<file path="src/hw/rtl/tps_pkg.sv">
// Shared types and constants for the top-up pump sequencer.
package tps_pkg;

    localparam int COUNT_WIDTH   = 32;
    localparam int REG_WIDTH     = 32;
    localparam int CMP_WIDTH     = (COUNT_WIDTH > REG_WIDTH) ? COUNT_WIDTH : REG_WIDTH;
    localparam int CMD_WIDTH     = 2;
    localparam int S_TDATA_WIDTH = 8;
    localparam int M_TDATA_WIDTH = 8;
    localparam int QUEUE_DEPTH   = 2;
    localparam int QPTR_WIDTH    = $clog2(QUEUE_DEPTH);
    localparam int QCNT_WIDTH    = $clog2(QUEUE_DEPTH + 1);

    localparam logic [REG_WIDTH-1:0] START_DELAY_RESET = REG_WIDTH'(5000);
    localparam logic [REG_WIDTH-1:0] MAX_RUNTIME_RESET = REG_WIDTH'(60000);

    localparam logic CFG_START_DELAY = 1'b0;
    localparam logic CFG_MAX_RUNTIME = 1'b1;

    typedef enum logic [CMD_WIDTH-1:0] {
        CMD_TICK    = 2'd0,
        CMD_SERVICE = 2'd1,
        CMD_PERMIT  = 2'd2,
        CMD_CLEAR   = 2'd3
    } cmd_t;

    typedef enum logic [1:0] {
        OP_TICK,
        OP_SERVICE,
        OP_PERMIT,
        OP_CLEAR
    } op_kind_t;

    typedef enum logic [2:0] {
        MODE_IDLE    = 3'd0,
        MODE_WAITING = 3'd1,
        MODE_PUMPING = 3'd2,
        MODE_BLOCKED = 3'd3,
        MODE_LOCKOUT = 3'd4
    } mode_t;

    typedef struct packed {
        op_kind_t kind;
        logic     low_water;
        logic     flag_value;
    } req_t;

    typedef struct packed {
        logic  locked;
        logic  permit_active;
        logic  service_active;
        mode_t machine_state;
        logic  pump_on;
    } result_t;

endpackage

</file>
<file path="src/hw/rtl/tps_front.sv">
// Front stage: accepts requests and classifies the command into an operation.
module tps_front (
    input  logic                              aclk,
    input  logic                              aresetn,
    input  logic                              s_tvalid,
    output logic                              s_tready,
    input  logic [tps_pkg::CMD_WIDTH-1:0]     s_tuser,  // [1:0] command
    input  logic [tps_pkg::S_TDATA_WIDTH-1:0] s_tdata,  // [0] low_water, [1] flag_value
    output logic                              req_valid,
    input  logic                              req_ready,
    output tps_pkg::req_t                     req
);
    import tps_pkg::*;

    logic     valid_reg;
    logic     valid_next;
    req_t     req_reg;
    req_t     req_next;
    op_kind_t kind;

    always_comb begin
        unique case (cmd_t'(s_tuser))
            CMD_TICK:    kind = OP_TICK;
            CMD_SERVICE: kind = OP_SERVICE;
            CMD_PERMIT:  kind = OP_PERMIT;
            CMD_CLEAR:   kind = OP_CLEAR;
            default:     kind = OP_CLEAR;
        endcase
    end

    assign s_tready = !valid_reg || req_ready;

    always_comb begin
        valid_next = valid_reg;
        req_next   = req_reg;
        if (s_tready) begin
            valid_next = s_tvalid;
            req_next   = '{kind: kind, low_water: s_tdata[0], flag_value: s_tdata[1]};
        end
    end

    always_ff @(posedge aclk) begin
        if (!aresetn) begin
            valid_reg <= 1'b0;
        end else begin
            valid_reg <= valid_next;
        end
        req_reg <= req_next;
    end

    assign req_valid = valid_reg;
    assign req       = req_reg;

endmodule

</file>
<file path="src/hw/rtl/tps_queue.sv">
// Short request queue between the front and back stages.
module tps_queue (
    input  logic          aclk,
    input  logic          aresetn,
    input  logic          in_valid,
    output logic          in_ready,
    input  tps_pkg::req_t in_req,
    output logic          out_valid,
    input  logic          out_ready,
    output tps_pkg::req_t out_req
);
    import tps_pkg::*;

    req_t                  entry_reg [QUEUE_DEPTH];
    logic [QPTR_WIDTH-1:0] wr_ptr_reg;
    logic [QPTR_WIDTH-1:0] wr_ptr_next;
    logic [QPTR_WIDTH-1:0] rd_ptr_reg;
    logic [QPTR_WIDTH-1:0] rd_ptr_next;
    logic [QCNT_WIDTH-1:0] count_reg;
    logic [QCNT_WIDTH-1:0] count_next;
    logic                  push;
    logic                  pop;

    assign in_ready  = (count_reg != QCNT_WIDTH'(QUEUE_DEPTH));
    assign out_valid = (count_reg != '0);
    assign out_req   = entry_reg[rd_ptr_reg];
    assign push      = in_valid && in_ready;
    assign pop       = out_valid && out_ready;

    always_comb begin
        wr_ptr_next = wr_ptr_reg;
        rd_ptr_next = rd_ptr_reg;
        count_next  = count_reg;
        if (push) begin
            wr_ptr_next = (wr_ptr_reg == QPTR_WIDTH'(QUEUE_DEPTH - 1)) ? '0
                                                                       : wr_ptr_reg + 1'b1;
        end
        if (pop) begin
            rd_ptr_next = (rd_ptr_reg == QPTR_WIDTH'(QUEUE_DEPTH - 1)) ? '0
                                                                       : rd_ptr_reg + 1'b1;
        end
        if (push && !pop) begin
            count_next = count_reg + 1'b1;
        end else if (pop && !push) begin
            count_next = count_reg - 1'b1;
        end
    end

    always_ff @(posedge aclk) begin
        if (!aresetn) begin
            wr_ptr_reg <= '0;
            rd_ptr_reg <= '0;
            count_reg  <= '0;
        end else begin
            wr_ptr_reg <= wr_ptr_next;
            rd_ptr_reg <= rd_ptr_next;
            count_reg  <= count_next;
        end
        if (push) begin
            entry_reg[wr_ptr_reg] <= in_req;
        end
    end

endmodule

</file>
<file path="src/hw/rtl/tps_back.sv">
// Back stage: runs the pump state machine and holds the result register.
module tps_back (
    input  logic                              aclk,
    input  logic                              aresetn,
    input  logic                              cfg_we,
    input  logic                              cfg_index,
    input  logic [tps_pkg::REG_WIDTH-1:0]     cfg_wdata,
    input  logic                              req_valid,
    output logic                              req_ready,
    input  tps_pkg::req_t                     req,
    output logic                              m_tvalid,
    input  logic                              m_tready,
    output logic [tps_pkg::M_TDATA_WIDTH-1:0] m_tdata
);
    import tps_pkg::*;

    logic [REG_WIDTH-1:0]   start_delay_reg;
    logic [REG_WIDTH-1:0]   max_runtime_reg;
    mode_t                  state_reg;
    mode_t                  state_next;
    logic [COUNT_WIDTH-1:0] elapsed_reg;
    logic [COUNT_WIDTH-1:0] elapsed_next;
    logic [COUNT_WIDTH-1:0] elapsed_inc;
    logic                   service_reg;
    logic                   service_next;
    logic                   permit_reg;
    logic                   permit_next;
    logic                   out_valid_reg;
    logic                   out_valid_next;
    result_t                result_reg;
    result_t                result_next;
    logic                   take;
    logic                   start_due;
    logic                   runtime_due;

    assign req_ready = !out_valid_reg || m_tready;
    assign take      = req_valid && req_ready;

    assign elapsed_inc = (elapsed_reg == '1) ? elapsed_reg : elapsed_reg + 1'b1;
    assign start_due   = CMP_WIDTH'(elapsed_inc) >= CMP_WIDTH'(start_delay_reg);
    assign runtime_due = CMP_WIDTH'(elapsed_inc) >= CMP_WIDTH'(max_runtime_reg);

    always_comb begin
        mode_t tick_state;
        tick_state   = state_reg;
        state_next   = state_reg;
        elapsed_next = elapsed_reg;
        service_next = service_reg;
        permit_next  = permit_reg;
        if (take) begin
            unique case (req.kind)
                OP_TICK: begin
                    elapsed_next = elapsed_inc;
                    if (service_reg) begin
                        state_next = state_reg;
                    end else if (!permit_reg) begin
                        if (state_reg != MODE_LOCKOUT && state_reg != MODE_BLOCKED) begin
                            state_next   = MODE_BLOCKED;
                            elapsed_next = '0;
                        end
                    end else begin
                        if (state_reg == MODE_BLOCKED) begin
                            tick_state   = MODE_IDLE;
                            state_next   = MODE_IDLE;
                            elapsed_next = '0;
                        end
                        unique case (tick_state)
                            MODE_IDLE: begin
                                if (req.low_water) begin
                                    state_next   = MODE_WAITING;
                                    elapsed_next = '0;
                                end
                            end
                            MODE_WAITING: begin
                                if (!req.low_water) begin
                                    state_next   = MODE_IDLE;
                                    elapsed_next = '0;
                                end else if (start_due) begin
                                    state_next   = MODE_PUMPING;
                                    elapsed_next = '0;
                                end
                            end
                            MODE_PUMPING: begin
                                if (!req.low_water) begin
                                    state_next   = MODE_IDLE;
                                    elapsed_next = '0;
                                end else if (runtime_due) begin
                                    state_next   = MODE_LOCKOUT;
                                    elapsed_next = '0;
                                end
                            end
                            default: begin
                                state_next = state_reg;
                            end
                        endcase
                    end
                end
                OP_SERVICE: begin
                    if (service_reg != req.flag_value) begin
                        service_next = req.flag_value;
                        if (state_reg != MODE_LOCKOUT) begin
                            state_next   = permit_reg ? MODE_IDLE : MODE_BLOCKED;
                            elapsed_next = '0;
                        end
                    end
                end
                OP_PERMIT: begin
                    if (permit_reg != req.flag_value) begin
                        permit_next = req.flag_value;
                        if (!req.flag_value && state_reg != MODE_LOCKOUT) begin
                            state_next   = MODE_BLOCKED;
                            elapsed_next = '0;
                        end
                    end
                end
                OP_CLEAR: begin
                    state_next   = permit_reg ? MODE_IDLE : MODE_BLOCKED;
                    elapsed_next = '0;
                end
                default: begin
                    state_next = state_reg;
                end
            endcase
        end
    end

    always_comb begin
        out_valid_next = out_valid_reg;
        result_next    = result_reg;
        if (req_ready) begin
            out_valid_next = req_valid;
            result_next    = '{locked:         (state_next == MODE_LOCKOUT),
                               permit_active:  permit_next,
                               service_active: service_next,
                               machine_state:  state_next,
                               pump_on:        (state_next == MODE_PUMPING)};
        end
    end

    always_ff @(posedge aclk) begin
        if (!aresetn) begin
            start_delay_reg <= START_DELAY_RESET;
            max_runtime_reg <= MAX_RUNTIME_RESET;
            state_reg       <= MODE_IDLE;
            elapsed_reg     <= '0;
            service_reg     <= 1'b0;
            permit_reg      <= 1'b0;
            out_valid_reg   <= 1'b0;
        end else begin
            if (cfg_we && cfg_index == CFG_START_DELAY) begin
                start_delay_reg <= cfg_wdata;
            end
            if (cfg_we && cfg_index == CFG_MAX_RUNTIME) begin
                max_runtime_reg <= cfg_wdata;
            end
            state_reg     <= state_next;
            elapsed_reg   <= elapsed_next;
            service_reg   <= service_next;
            permit_reg    <= permit_next;
            out_valid_reg <= out_valid_next;
        end
        result_reg <= result_next;
    end

    assign m_tvalid = out_valid_reg;
    assign m_tdata  = M_TDATA_WIDTH'(result_reg);

endmodule

</file>
<file path="src/hw/rtl/topup_pump_sequencer.sv">
// Top level of the top-up pump sequencer.
//
//   Group   Direction  Contents
//   s_*     in         request: command in tuser, sensor and flag bits in tdata
//   m_*     out        result: pump drive, state and flags in tdata
//   cfg_*   in         register write: index 0 start delay, 1 maximum runtime
//
// One request is taken per cycle unless a stalled result fills the queue; each result
// passes from its request through the front register, the queue and the result register.
// Reset is synchronous and clears the state machine, counters and queue.
// A stalled result holds in its register while the queue keeps taking requests until it is full.
module topup_pump_sequencer (
    input  logic                              aclk,
    input  logic                              aresetn,
    input  logic                              s_tvalid,
    output logic                              s_tready,
    input  logic [tps_pkg::CMD_WIDTH-1:0]     s_tuser,  // [1:0] command
    input  logic [tps_pkg::S_TDATA_WIDTH-1:0] s_tdata,  // [0] low_water, [1] flag_value
    output logic                              m_tvalid,
    input  logic                              m_tready,
    // [0] pump_on, [3:1] machine_state, [4] service_active, [5] permit_active, [6] locked
    output logic [tps_pkg::M_TDATA_WIDTH-1:0] m_tdata,
    input  logic                              cfg_we,
    input  logic                              cfg_index,
    input  logic [tps_pkg::REG_WIDTH-1:0]     cfg_wdata
);
    import tps_pkg::*;

    logic front_valid;
    logic front_ready;
    req_t front_req;
    logic back_valid;
    logic back_ready;
    req_t back_req;

    tps_front u_front (
        .aclk      (aclk),
        .aresetn   (aresetn),
        .s_tvalid  (s_tvalid),
        .s_tready  (s_tready),
        .s_tuser   (s_tuser),
        .s_tdata   (s_tdata),
        .req_valid (front_valid),
        .req_ready (front_ready),
        .req       (front_req)
    );

    tps_queue u_queue (
        .aclk      (aclk),
        .aresetn   (aresetn),
        .in_valid  (front_valid),
        .in_ready  (front_ready),
        .in_req    (front_req),
        .out_valid (back_valid),
        .out_ready (back_ready),
        .out_req   (back_req)
    );

    tps_back u_back (
        .aclk      (aclk),
        .aresetn   (aresetn),
        .cfg_we    (cfg_we),
        .cfg_index (cfg_index),
        .cfg_wdata (cfg_wdata),
        .req_valid (back_valid),
        .req_ready (back_ready),
        .req       (back_req),
        .m_tvalid  (m_tvalid),
        .m_tready  (m_tready),
        .m_tdata   (m_tdata)
    );

endmodule

</file>
<file path="config.mk">
export PLATFORM = sky130hd
export DESIGN_NAME = topup_pump_sequencer
export DESIGN_NICKNAME = d
export VERILOG_FILES = /design/src/hw/rtl/tps_pkg.sv /design/src/hw/rtl/tps_front.sv /design/src/hw/rtl/tps_queue.sv /design/src/hw/rtl/tps_back.sv /design/src/hw/rtl/topup_pump_sequencer.sv
export SDC_FILE = /design/constraint.sdc
export NUM_CORES = 1
export LEC_CHECK = 0
export BUFFER_PORTS_ARGS = -buffer_cell sky130_fd_sc_hd__buf_2
export CAP_MARGIN = 10
export CELL_PAD_IN_SITES_DETAIL_PLACEMENT = 0
export CELL_PAD_IN_SITES_GLOBAL_PLACEMENT = 2
export CORE_UTILIZATION = 33
export DETAILED_ROUTE_END_ITERATION = 10
export PLACE_DENSITY = 0.84
export SYNTH_ARGS = -nofsm -noshare
export SYNTH_HDL_FRONTEND = slang
export SYNTH_SLANG_ARGS = --single-unit
</file>
<file path="constraint.sdc">
create_clock -name aclk -period 4.08 [get_ports aclk]
set_input_delay 0.816 -clock aclk [delete_from_list [all_inputs] [get_ports aclk]]
set_output_delay 0.816 -clock aclk [all_outputs]
set_load 0.05 [all_outputs]
</file>
Yosys cells after proc, flatten, opt, wreduce, memory -nomap -nowiden
Memories as Yosys holds them, arrays and structs flattened. A register that Yosys moved wholly into a read port is not among the register bits.
Index checks and enable logic that the tools add are counted.
Cells by class
  multiplexer cells: 52
  eq/ne operators: 21
  bitwise gates (word level): 1
  $lt $le $gt $ge: 2
  $add $sub $neg: 5
  reduce and logical (&&, ||, !) cells: 21
Operator list (number)
  $mux W32: 14
  $pmux W32 S4: 1
  $pmux W32 S3: 1
  $ge A32 B32 Y1: 2
  $mux W3: 18
  $add A32 B1 Y32 const B: 1
  $eq A32 B32 Y1 const B: 1
  $mux W1: 12
  $pmux W3 S4: 1
  $eq A3 B2 Y1 const B: 3
  $pmux W3 S3: 1
  $eq A2 B2 Y1 const B: 4
  $logic_and A1 B1 Y1: 8
  $ne A2 B1 Y1 const B: 4
  $pmux W2 S4: 1
  $mux W2: 3
  $logic_not A1 Y1: 5
  $reduce_and A5 Y1: 1
  $eq A2 B1 Y1 const B: 2
  $logic_not A2 Y1: 2
  $reduce_bool A2 Y1: 2
  $eq A3 B1 Y1 const B: 1
  $eq A3 B3 Y1 const B: 1
  $logic_not A3 Y1: 1
  9 further kinds: 12
Storage, ports and cells
  word-level logic and storage cells: 122
  register bits after elaboration: 118
  memories kept: 1
  memory bits (writable): 8
  input port bits: 48
Memories
  u_queue.entry_reg: depth 2, width 4, read ports 1, clocked after memory_dff 1, write ports 1, line tps_queue.sv:14  | req_t entry_reg [QUEUE_DEPTH];

Depth between registers and ports, before layout
Gate-level depths: netlist of run 1.
  depth after elaboration: 13
  gate-level depth with buffers: 20
  depth with buffers taken out: 17

Hierarchy
Synthesis of run 1 repeated with hierarchy kept, for this count alone.
Second synthesis, totals
  cells, all modules: 878
  area total of the unflattened synthesis: 7432.1 µm²
By module, submodules not included
  tps_back: sequential area each 2252.2 µm², cells an instance 831, area each 6736.5 µm², instances 1
  tps_queue: sequential area each 340.3 µm², cells an instance 37, area each 519.2 µm², instances 1
  tps_front: sequential area each 140.1 µm², cells an instance 10, area each 176.4 µm², instances 1

Least setup slack after synthesis of run 1
No wires, ideal clock.
  path kind: reg-to-reg
  start: reg u_back.elapsed_reg[0]
  end: reg u_back.elapsed_reg[11]
  setup time: 0.060 ns
  path slack: -0.284 ns
  required time: 4.020 ns
  arrival: 4.304 ns
  buffers on the path: 3
  cell stages (with the launch flop): 21
  cells stage by stage: dfxtp_1 -> ha_1 -> nand2_1 -> or4_1 -> clkbuf_1 -> nor4_1 -> or3_1 -> buf_2 -> or4_4 -> or3_1 -> nand2_1 -> ha_1 -> nand4_1 -> nor2_1 -> a221o_1 -> a211oi_1 -> a31oi_1 -> o211a_1 -> nor2_1 -> clkbuf_1 -> a22o_1
Between the ends
  cells in the longest elaborated chain, start to end: 9
  elaborated cells on any way between the ends: 16
  those cells by class: 1 x add/sub; 2 x order compare; 1 x eq/ne; 12 x mux
RTL lines
  from (decl): line tps_back.sv:21  | logic [COUNT_WIDTH-1:0] elapsed_reg;
  from (signal assigned): line tps_back.sv:157  | elapsed_reg <= elapsed_next;
  $add A32 B1 Y32 or $eq A32 B32 Y1 (tied branches): line tps_back.sv:39  | assign elapsed_inc = (elapsed_reg == '1) ? elapsed_reg : elapsed_reg + 1'b1;
  $mux W32 *: line tps_back.sv:39
  $ge A32 B32 Y1 (tied with other cells): line tps_back.sv:41  | assign runtime_due = CMP_WIDTH'(elapsed_inc) >= CMP_WIDTH'(max_runtime_reg);
  $mux W32 (on tied branches): line tps_back.sv:87, tps_back.sv:78
  $mux W32 (on tied branches): line tps_back.sv:84, tps_back.sv:75
  $pmux W32 S3: line tps_back.sv:67  | unique case (tick_state)
  $mux W32: line tps_back.sv:56  | end else if (!permit_reg) begin
  $mux W32 *: line tps_back.sv:54  | if (service_reg) begin
  $pmux W32 S4 *: line tps_back.sv:51  | unique case (req.kind)
Mark *: on every way between the ends. The rest lies on a longest branch, timed or not.
A chain may end at the register's enable or synchronous reset.

Final worst setup path of run 1
  start: reg u_back.elapsed_reg[0]
  end: reg u_back.elapsed_reg[0]
The elaborated chain is that of the path after synthesis.

==> results.md, run 1 <==
* Outcome: finished with violations
* Failing checks: setup timing
* Met2 WL post-DR at 8.461 mm
* Ys async rst share at 0
* Combinational power share at 0.204
* Die X-Extent at 150.3 um
* Hold Path Origin: u_front.req[0]
* Seq/Total Area, Yosys at 0.3763
* Routed WL at 18.33 mm
* CP Max Fanout at 5
* Port Buf Inserts at 50
* CP Capture Type: register
* Mapped Cells at 872
* Peak Freq at 241.9 MHz
* Root Buffer: clkbuf_16
* DP Worst Slack at -0.3927 ns
* Worst path required time at 4.40 ns
* GPL Wtd Cong at 0.7850
* Primary FF master, synth: dfxtp_1
* Cell family with most CP delay: simple AND/OR/NAND/NOR gates
* CTS tree: yes
* Switching power at 1178 uW
* Largest net degree at the start of global routing at 77
* CTS sink cnt at 127
* CP Launch Type: register
* Uppermost routed layer: met4
* Nets at 1118
* Post-route DRC at 0
* Initial Util at 0.3412
* Clk pwr share at 0.420
* CTS hold repair buffers at 0
* Ys Warns at 0
* Worst vdd ir at 0.0002577 V
* Final setup fails at 23
* Most common cell after layout, fill and taps aside: nand2_1
* Worst-skew pair later-pin latency at 0.43 ns
* Worst path cell trace: ha_4, nand2_4, or4_4, or4b_4, nor3_4, nand3_1, nand2_2, nand2_4, ha_4, nand4_1, buf_4, nor4_4, buf_4, o21ai_4, a31oi_2, o211a_4, nor2_4, buf_12, a211o_1
* Post-synth EDFFs at 19
* M1 wire length at 9.129 mm
* Starting DRC count in detailed routing at 280
* Syn-to-layout area delta at 32.80%
* R2R setup slack at -0.05 ns
* Diodes inserted at 0
* CTS buffer count at 17
* Die ar. at 0.02260 sq mm
* Power Total at 3912 uW
* Maxcap violations at 0
* Via count at 6401
* Area of the mapped netlist at 0.007262 sq mm
* Row count at 53
* Slowest CP cell: or4b_4
* Global Route Usage Sum at 0.1746
* Post-Layout Cell Count at 1292
* Cell taking the most area after synthesis: dfxtp_1
* Antenna violations before repair at 0
* Yosys top cell area share at 0.2977
* Worst Path Buf+Inv at 3
* Power per cell area at 405.6 mW/mm^2
* Worst R2R Start: u_back.elapsed_reg[0]
* Clock skew at 0.01124 ns
* I/O pins at 58
* Worst slew margin at 0.2935
* Critical path class: reg2reg
* Crit-path max cell delay at 0.60 ns
* Final hold vios at 0
* Final Cycle Share at 1.013
* Routed wire per std cell at 14.19 um
* First-pass GRT wire length at 30.68 mm
* Flops & latches, synth at 127
* Synth cell types at 60
* CTS clock-pin slew for the worst setup and hold paths at 0.06 ns
* Sw Ratio at 0.3012
* DR pass1 iterations at 4
* Lkg Pwr at 0.004241 uW
* Post-DRT Antenna Nets at 0
* Syn nets at 986
* Commonest cells after routing, fill and taps aside: nand2_1 (170), dfxtp_1 (101), buf_4 (98), inv_1 (75), ha_1 (57)
* Launch point of the worst path: u_back.elapsed_reg[0]
* CP arrival at 4.45 ns
* Via count of the first global-routing pass at 6234
* Metal3 WL at 419 um
* Worst Hold Class: reg2reg
* Placed insts at 1251
* Fraction of layout cells with a size suffix above 1 at 0.2665
* Crit path time final at 4.134 ns
* Area contributors post-synth: dfxtp_1 (30%), ha_1 (11%), nand2_1 (9.2%)
* Die H at 150.3 um
* Post-DR vias/cell at 4.954
* Fin. max-slew vios at 0
* Clk buf depth at 2
* Transition time of the tightest slew-check pin at 1.057 ns
* Seq pwr share at 0.376
* Average size of a mapped cell at 8.328 sq um
* Worst Setup Slack, final at -0.05370 ns
* Total grt overflow at 0
* Core Box Area at 0.02129 sq mm
* HPWL Detailed at 12.92 mm
* Internal Power at 2733 uW
* H-tree depth at 4
* Filler cells at 2101
* RSZ-0062 raised after global routing: yes
## power groups by stage
| stage | clock [uW] | combinational, uW | sequential [uW] |
|---|---|---|---|
| after floorplan | 0 | 460 | 1560 |
| after global placement | 0 | 742 | 1490 |
| after detailed placement | 0 | 746 | 1500 |
| after CTS | 1680 | 790 | 1470 |
| after global routing | 1740 | 887 | 1480 |
| final | 1640 | 797 | 1470 |
## synth_stat cells, types with 2 or more instances
master	instances
nand2_1	178
dfxtp_1	108
inv_1	75
ha_1	66
a21boi_0	56
clkbuf_1	36
a21oi_1	29
nor2_1	26
a21o_1	23
o21ai_0	23
a211oi_1	22
edfxtp_1	19
nand3_1	19
nand4_1	18
o211ai_1	15
and2_1	14
or3_1	13
a22o_1	11
nor3_1	10
xnor2_1	10
xor2_1	8
and3_1	7
nor4_1	7
or2_2	7
nand2b_1	6
o21a_1	6
buf_1	5
mux2_2	5
a31oi_1	4
and4_1	4
mux2i_1	4
a32o_1	2
buf_2	2
nand3b_1	2
nand4b_1	2
nor2b_1	2
nor3b_1	2
o211a_1	2
o221ai_1	2
or4_1	2
## worst reg2reg max path, cell delays in order, from the launching register on
cell	delay (ns)
dfxtp_2	0.35
ha_4	0.15
nand2_4	0.04
or4_4	0.46
or4b_4	0.60
nor3_4	0.17
nand3_1	0.12
nand2_2	0.12
nand2_4	0.07
ha_4	0.28
nand4_1	0.11
buf_4	0.18
nor4_4	0.27
buf_4	0.18
o21ai_4	0.07
a31oi_2	0.17
o211a_4	0.24
nor2_4	0.07
buf_12	0.15
a211o_1	0.24
## per-layer routing
layer  track usage  up-vias
met5             0        -
met4       0.05960        0
met3       0.03606       19
met2        0.2841       67
met1        0.2284     2999
li1              -     3316
## final timing paths
| path | endpoint | cells past startpoint |
|---|---|---|
| min reg2reg | u_queue.entry_reg[1][0] | 0 |
| max reg2reg | u_back.elapsed_reg[0] | 19 |
| min | u_queue.entry_reg[1][0] | 0 |
| max | u_back.elapsed_reg[0] | 19 |
## area by class of cell
| cell class | count | area, sq um | area share |
|---|---|---|---|
| clock inverter | 15 | 207.7 | 0.02154 |
| clock buffer | 17 | 425.4 | 0.04411 |
| tap | 275 | 344.1 | 0.03568 |
| timing repair buffer | 157 | 1119 | 0.1160 |
| inverter | 75 | 281.5 | 0.02919 |
| multi-input combinational | 626 | 4526 | 0.4693 |
| sequential | 127 | 2741 | 0.2843 |
## per-stage QoR
step / utilization / setup TNS (ns) / hold slack [ns] / cell area, sq um
2_1_floorplan: - / 0 / 0.4215 / 7295
4_1_cts: 0.4433 / -0.4685 / 0.4455 / 9437
3_5_place_dp: 0.3978 / -11.66 / 0.4312 / 8467
5_1_grt: 0.4531 / -8.090 / 0.4674 / 9644
6_report: 0.4531 / -0.6538 / 0.4524 / 9644
3_3_place_gp: 0.3978 / -9.418 / 0.4276 / 8467
## cells by family after synthesis
family,count (synthesis),share of synthesized area
compound gates,208,0.2023
xor+xnor,18,0.02171
fa+ha+maj,66,0.1137
buf+inv,119,0.06237
flops,127,0.3763
mux,9,0.01327
other cells,1,0.0005164
simple gates,324,0.2099
## what timing repair did
item	CTS	global route
buffers inserted	3	5
endpoints found under the hold margin	0	0
setup endpoints to repair	40	40
pin swaps	14	24
gates resized for setup	60	31
gates cloned	1	0
No activity file was read; power rests on OpenSTA's default activity.
==> inputs of run 2 (changes only) <==
--- a/config.mk
+++ b/config.mk
@@ -9,6 +9,7 @@
 export CAP_MARGIN = 10
 export CELL_PAD_IN_SITES_DETAIL_PLACEMENT = 0
 export CELL_PAD_IN_SITES_GLOBAL_PLACEMENT = 2
+export CORE_ASPECT_RATIO = 0.9
 export CORE_UTILIZATION = 33
 export DETAILED_ROUTE_END_ITERATION = 10
 export PLACE_DENSITY = 0.84
==> run 2 against run 1 <==
Net effect: the flow still finishes with violations (setup timing); utilization grew 0.29 points; count of clock-buffer cells in the layout is 1 higher; sequential share of layout area shrank 0.63 points; fmax down 1.8%; cell count increased by 2.2%; hold slack improved by 0.0059 ns; critical endpoint is now u_back.elapsed_reg[18]; clock power decreased by 11%.
==> results.md, run 2 (synthesized netlist as in run 1, its figures left out) <==
* CTS sink cnt at 127 (unchanged)
* Commonest cells after routing, fill and taps aside: nand2_1 (167), buf_4 (109), dfxtp_1 (101), inv_1 (75), a21boi_0 (55) (was nand2_1 (170), dfxtp_1 (101), buf_4 (98), inv_1 (75), ha_1 (57))
* First-pass GRT wire length at 30.95 mm (was 30.68 mm)
* CP Capture Type: register (unchanged)
* Largest net degree at the start of global routing at 77 (unchanged)
* Global Route Usage Sum at 0.1779 (was 0.1746)
* Lkg Pwr at 0.004283 uW (was 0.004241 uW)
* Nets at 1130 (was 1118)
* Post-DR vias/cell at 4.888 (was 4.954)
* Final hold slack at 0.4583 ns (was 0.4524 ns)
* Antenna violations before repair at 0 (unchanged)
* Fin. max-slew vios at 0 (unchanged)
* Post-route DRC at 0 (unchanged)
* I/O pins at 58 (unchanged)
* Port Buf Inserts at 50 (unchanged)
* Diodes inserted at 0 (unchanged)
* R2R setup slack at -0.13 ns (was -0.05 ns)
* Final hold vios at 0 (unchanged)
* Worst path cell trace: and4_4, buf_4, nand3_4, nor4_4, or3_4, or4_4, or3_4, nand2_2, ha_1, nand4_1, nor2_1, a221o_1, a211oi_2, buf_4, a31oi_4, o211a_4, clkbuf_16, o31ai_2, o31a_1 (was ha_4, nand2_4, or4_4, or4b_4, nor3_4, nand3_1, nand2_2, nand2_4, ha_4, nand4_1, buf_4, nor4_4, buf_4, o21ai_4, a31oi_2, o211a_4, nor2_4, buf_12, a211o_1)
* Initial Util at 0.3357 (was 0.3412)
* Worst path required time at 4.45 ns (was 4.40 ns)
* Routed WL at 19.11 mm (was 18.33 mm)
* Worst-skew pair later-pin latency at 0.43 ns (about the same)
* Failing checks: setup timing (unchanged)
* Transition time of the tightest slew-check pin at 1.039 ns (was 1.057 ns)
* Starting DRC count in detailed routing at 298 (was 280)
* Die X-Extent at 158.4 um (was 150.3 um)
* Post-DRT Antenna Nets at 0 (unchanged)
* CP arrival at 4.58 ns (was 4.45 ns)
* Setup_tns at -1.443 ns (was -0.6538 ns)
* Slowest CP cell: or4_4 (was or4b_4)
* Row count at 51 (was 53)
* Clock skew at 0.01257 ns (was 0.01124 ns)
* HPWL Detailed at 13.01 mm (was 12.92 mm)
* Crit path time final at 4.208 ns (was 4.134 ns)
* Final setup fails at 29 (was 23)
* H-tree depth at 4 (unchanged)
* CTS buffer count at 17 (unchanged)
* Root Buffer: clkbuf_16 (unchanged)
* CP Launch Type: register (unchanged)
* Total grt overflow at 0 (unchanged)
* Most common cell after layout, fill and taps aside: nand2_1 (unchanged)
* DR pass1 iterations at 4 (unchanged)
* Outcome: finished with violations (unchanged)
* CP Max Fanout at 10 (was 5)
* Worst slew margin at 0.3056 (was 0.2935)
* Maxcap violations at 0 (unchanged)
* CTS tree: yes (unchanged)
* Worst Setup Slack, final at -0.1284 ns (was -0.05370 ns)
* Worst vdd ir at 0.0001896 V (was 0.0002577 V)
* Power per cell area at 381.3 mW/mm^2 (was 405.6 mW/mm^2)
* GPL Wtd Cong at 0.7860 (was 0.7850)
* Via count at 6452 (was 6401)
* Critical path class: reg2reg (unchanged)
* RSZ-0062 raised after global routing: yes (unchanged)
* Die ar. at 0.02260 sq mm (about the same)
* Routed wire per std cell at 14.48 um (was 14.19 um)
* Worst Hold Class: reg2reg (unchanged)
* Core Box Area at 0.02163 sq mm (was 0.02129 sq mm)
* CTS clock-pin slew for the worst setup and hold paths at 0.06 ns (about the same)
* Die H at 142.7 um (was 150.3 um)
* Fraction of layout cells with a size suffix above 1 at 0.2974 (was 0.2665)
* Syn-to-layout area delta at 35.84% (was 32.80%)
* Crit-path max cell delay at 0.46 ns (was 0.60 ns)
* Clk buf depth at 2 (unchanged)
* Final Cycle Share at 1.031 (was 1.013)
* Via count of the first global-routing pass at 6180 (was 6234)
* Peak Freq at 237.6 MHz (was 241.9 MHz)
==> run 2: cell type report <==
class	count	area, sq um
Sequential cell	127	2741
Clock buffer	18	429.2
Fill cell	2158	11770
Multi-Input combinational cell	626	4697
Tap cell	291	364.1
Clock inverter	14	133.9
Timing Repair Buffer	169	1217
Inverter	75	281.5
==> run 2: where the power goes <==
part / internal, uW / switching, uW
Sequential: 1390 / 79.7
Combinational: 324 / 506
Clock: 846 / 615
Total: 2560 / 1200
==> run 2: timing repair <==
item / CTS / global route
hold buffers: 0 / 0
gates cloned: 0 / 2
gates resized for setup: 66 / 61
endpoints found under the setup margin: 40 / 40
pin swaps: 27 / 23
buffers inserted: 5 / 5
==> run 2: critical path, delay by kind of cell (launching register included) <==
kind | cells | cell delay (ns)
buf+inv | 3 | 0.53
compound gates | 6 | 1.22
simple gates | 9 | 1.81
flops | 1 | 0.32
fa+ha+maj | 1 | 0.25
==> run 2: per-stage QoR <==
stage | cells | utilization | instance area [sq um] | power (uW) | worst slack (ns)
after floorplan | 872 | - | 7295 | 2017 | 0.006809
after global placement | 1277 | 0.3955 | 8554 | 2234 | -0.3973
after detailed placement | 1277 | 0.3955 | 8554 | 2242 | -0.4440
after CTS | 1314 | 0.4376 | 9465 | 3754 | -0.1246
after global routing | 1320 | 0.4560 | 9864 | 3965 | -0.3111
final | 1320 | 0.4560 | 9864 | 3762 | -0.1284
==> run 2: final timing paths <==
check	startpoint	end	cells past startpoint
worst min-delay path	u_front.req[2]	u_queue.entry_reg[0][2]	0
worst min register to register	u_front.req[2]	u_queue.entry_reg[0][2]	0
worst max register to register	u_back.elapsed_reg[12]	u_back.elapsed_reg[18]	19
worst max-delay path	u_back.elapsed_reg[12]	u_back.elapsed_reg[18]	19
==> run 2: per-layer routing <==
| metal | routed length, um | global-route usage | vias up |
|---|---|---|---|
| li1 | - | - | 3345 |
| met1 | 9920 | 0.2507 | 3021 |
| met2 | 8320 | 0.2747 | 77 |
| met3 | 709 | 0.03551 | 9 |
| met4 | 161 | 0.04656 | 0 |
| met5 | 0 | 0 | - |
==> inputs of run 3 (changes only) <==
==> constraint.sdc (replaced) <==
create_clock -name aclk -period 4.08 [get_ports aclk]
set_input_delay 0.204 -clock aclk [delete_from_list [all_inputs] [get_ports aclk]]
set_output_delay 0.204 -clock aclk [all_outputs]
set_load 0.05 [all_outputs]
==> run 3 against run 2 <==
Net effect: die area unchanged; sequential share of layout area increased by 0.26 points; final area decreased by 0.99%; count of clock-buffer cells in the layout increased by 2; critical path depth decreased by 1; the flow still finishes with violations (setup timing); critical endpoint unchanged; critical path type unchanged; utilization decreased by 0.45 points; global-route usage decreased by 0.13 points; largest cell class unchanged.
==> results.md, run 3 (synthesized netlist as in run 1, its figures left out) <==
* Outcome: finished with violations (unchanged)
* Failing checks: setup timing (unchanged)
* Worst Hold Class: in2reg (was reg2reg)
* Worst R2R End: u_back.elapsed_reg[18] (unchanged)
* Crit-path max cell delay at 0.60 ns (was 0.46 ns)
* Row count at 51 (unchanged)
* H-tree depth at 4 (unchanged)
* DR pass1 iterations at 4 (unchanged)
* Peak Freq at 232.4 MHz (was 237.6 MHz)
* CTS sink cnt at 127 (unchanged)
* Starting DRC count in detailed routing at 366 (was 298)
* Sink of the worst hold path: u_back.max_runtime_reg[11] (was u_queue.entry_reg[0][2])
* HPWL Detailed at 13.24 mm (was 13.01 mm)
* CP Max Fanout at 7 (was 10)
* Maxcap violations at 0 (unchanged)
* Power per cell area at 389.4 mW/mm^2 (was 381.3 mW/mm^2)
* Root Buffer: clkbuf_16 (unchanged)
* CTS buffer count at 17 (unchanged)
* CP arrival at 4.67 ns (was 4.58 ns)
* Sw Ratio at 0.3020 (was 0.3192)
* Slowest CP cell: or4b_4 (was or4_4)
* Port Buf Inserts at 50 (unchanged)
* Worst Path Buf+Inv at 3 (unchanged)
* Worst path cell trace: ha_4, nand2_2, or4_4, or4b_4, nor3_4, buf_6, xor2_4, ha_4, nand4_1, nor2_1, a221o_1, a211oi_2, buf_4, a31oi_4, o211a_4, buf_12, o31ai_4, o31a_1 (was and4_4, buf_4, nand3_4, nor4_4, or3_4, or4_4, or3_4, nand2_2, ha_1, nand4_1, nor2_1, a221o_1, a211oi_2, buf_4, a31oi_4, o211a_4, clkbuf_16, o31ai_2, o31a_1)
* I/O pins at 58 (unchanged)
* Most common cell after layout, fill and taps aside: nand2_1 (unchanged)
* CP Launch Type: register (unchanged)
* DP Worst Slack at -0.4444 ns (was -0.4440 ns)
* Seq pwr share at 0.386 (was 0.391)
* Lkg Pwr at 0.004230 uW (was 0.004283 uW)
* FF-to-FF path depth at 18 (was 19)
* Clk buf depth at 2 (unchanged)
* Crit path time final at 4.304 ns (was 4.208 ns)
* Die H at 142.7 um (unchanged)
* CTS clock-pin slew for the worst setup and hold paths at 0.06 ns (about the same)
* Cell family with most CP delay: simple AND/OR/NAND/NOR gates (unchanged)
* Worst R2R Start: u_back.elapsed_reg[1] (was u_back.elapsed_reg[12])
* Routed wire per std cell at 14.71 um (was 14.48 um)
* Final Cycle Share at 1.055 (was 1.031)
* Setup_tns at -5.342 ns (was -1.443 ns)
* Most used cell along the critical path: ha_4
* Syn-to-layout area delta at 34.49% (was 35.84%)
* Fin. max-slew vios at 0 (unchanged)
* Diodes inserted at 0 (unchanged)
* Hold path depth at 3 (was 0)
* Transition time of the tightest slew-check pin at 1.014 ns (was 1.039 ns)
* Combinational power share at 0.213 (was 0.221)
* Worst path required time at 4.45 ns (about the same)
* Clk pwr share at 0.400 (was 0.388)
* Antenna violations before repair at 0 (unchanged)
* Initial Util at 0.3357 (unchanged)
* Internal Power at 2655 uW (was 2561 uW)
* CTS tree: yes (unchanged)
* Global Route Usage Sum at 0.1766 (was 0.1779)
* Commonest cells after routing, fill and taps aside: nand2_1 (165), buf_4 (105), dfxtp_1 (102), inv_1 (75) (was nand2_1 (167), buf_4 (109), dfxtp_1 (101), inv_1 (75), a21boi_0 (55))
* Post-route DRC at 0 (unchanged)
* Hold Path Origin: cfg_wdata[11] (was u_front.req[2])
* Die ar. at 0.02260 sq mm (unchanged)
* Worst slew margin at 0.3227 (was 0.3056)
* Clock skew at 0.008887 ns (was 0.01257 ns)
* RSZ-0062 raised after global routing: yes (unchanged)
* Critical path class: reg2reg (unchanged)
* Via count of the first global-routing pass at 6009 (was 6180)
* Die X-Extent at 158.4 um (unchanged)
* Launch point of the worst path: u_back.elapsed_reg[1] (was u_back.elapsed_reg[12])
* Largest net degree at the start of global routing at 77 (unchanged)
* Post-DRT Antenna Nets at 0 (unchanged)
* Worst Setup Slack, final at -0.2237 ns (was -0.1284 ns)
* GPL Wtd Cong at 0.8142 (was 0.7860)
* Worst vdd ir at 0.0001824 V (was 0.0001896 V)
* CP Capture Type: register (unchanged)
* Via count at 6429 (was 6452)
* Post-DR vias/cell at 4.885 (was 4.888)
* R2R setup slack at -0.22 ns (was -0.13 ns)
* Worst-skew pair later-pin latency at 0.42 ns (was 0.43 ns)
* Final hold vios at 0 (unchanged)
* Final setup fails at 37 (was 29)
* Routed WL at 19.36 mm (was 19.11 mm)
* Fraction of layout cells with a size suffix above 1 at 0.2829 (was 0.2974)
* Total grt overflow at 0 (unchanged)
* First-pass GRT wire length at 30.68 mm (was 30.95 mm)
* Nets at 1126 (was 1130)
* Switching power at 1148 uW (was 1201 uW)
* Core Box Area at 0.02163 sq mm (unchanged)
## run 3: metal layers
metal / GRT usage / wire, um
met1: 0.2514 / 9806
met2: 0.2629 / 8650
met3: 0.03976 / 702
met4: 0.05314 / 204
met5: 0 / 0
## run 3: how the worst max path moves through the flow
stage / cells past startpoint / end / slack, ns
2_1_floorplan: 20 / u_back.elapsed_reg[11] / 0.007
3_3_place_gp: 16 / u_back.m_tdata[6] / -0.36
3_5_place_dp: 16 / u_back.m_tdata[6] / -0.44
4_1_cts: 17 / u_back.elapsed_reg[18] / -0.08
5_1_grt: 19 / u_back.elapsed_reg[18] / -0.38
6_report: 18 / u_back.elapsed_reg[18] / -0.22
## run 3: cell type report
type	count	area, sq um
clock buffer	20	436.7
clock inverter	12	143.9
fill	2148	11870
inverter	75	281.5
multi-input combinational	626	4623
sequential	127	2740
tap	291	364.1
timing repair buffer	165	1177
## run 3: stage by stage
step	utilization	area (sq um)	hold slack (ns)	total power (uW)	instances
floorplan	-	7295	0.3029	2017	872
global placement	0.3943	8529	0.3812	2216	1272
detailed placement	0.3943	8529	0.3831	2224	1272
CTS	0.4336	9380	0.004382	3782	1310
global route	0.4515	9767	0.005460	3988	1316
finish	0.4515	9767	0.01504	3804	1316
## run 3: worst reg2reg max path: cells and delay by family (launching register included)
family,cells,cell delay (ns)
AOI/OAI and AO/OA,6,1.26
xor gates and xnor gates,1,0.21
adders and majority gates,2,0.38
buffers and inverters,3,0.50
DFF,1,0.36
and+or+nand+nor,6,1.54
## run 3: power groups by stage
stage	combinational [uW]	clock, uW	sequential, uW
after CTS	762	1550	1470
after detailed placement	726	0	1500
final	810	1520	1470
after global routing	893	1610	1490
after global placement	722	0	1490
after floorplan	460	0	1560
## run 3: repair_timing
action | CTS | global route
resized for setup | 46 | 63
hold buffers | 4 | 0
buffers inserted | 2 | 5
cloned | 0 | 1
pin swaps | 16 | 33
endpoints found under the hold margin | 4 | 0
setup endpoints to repair | 40 | 40
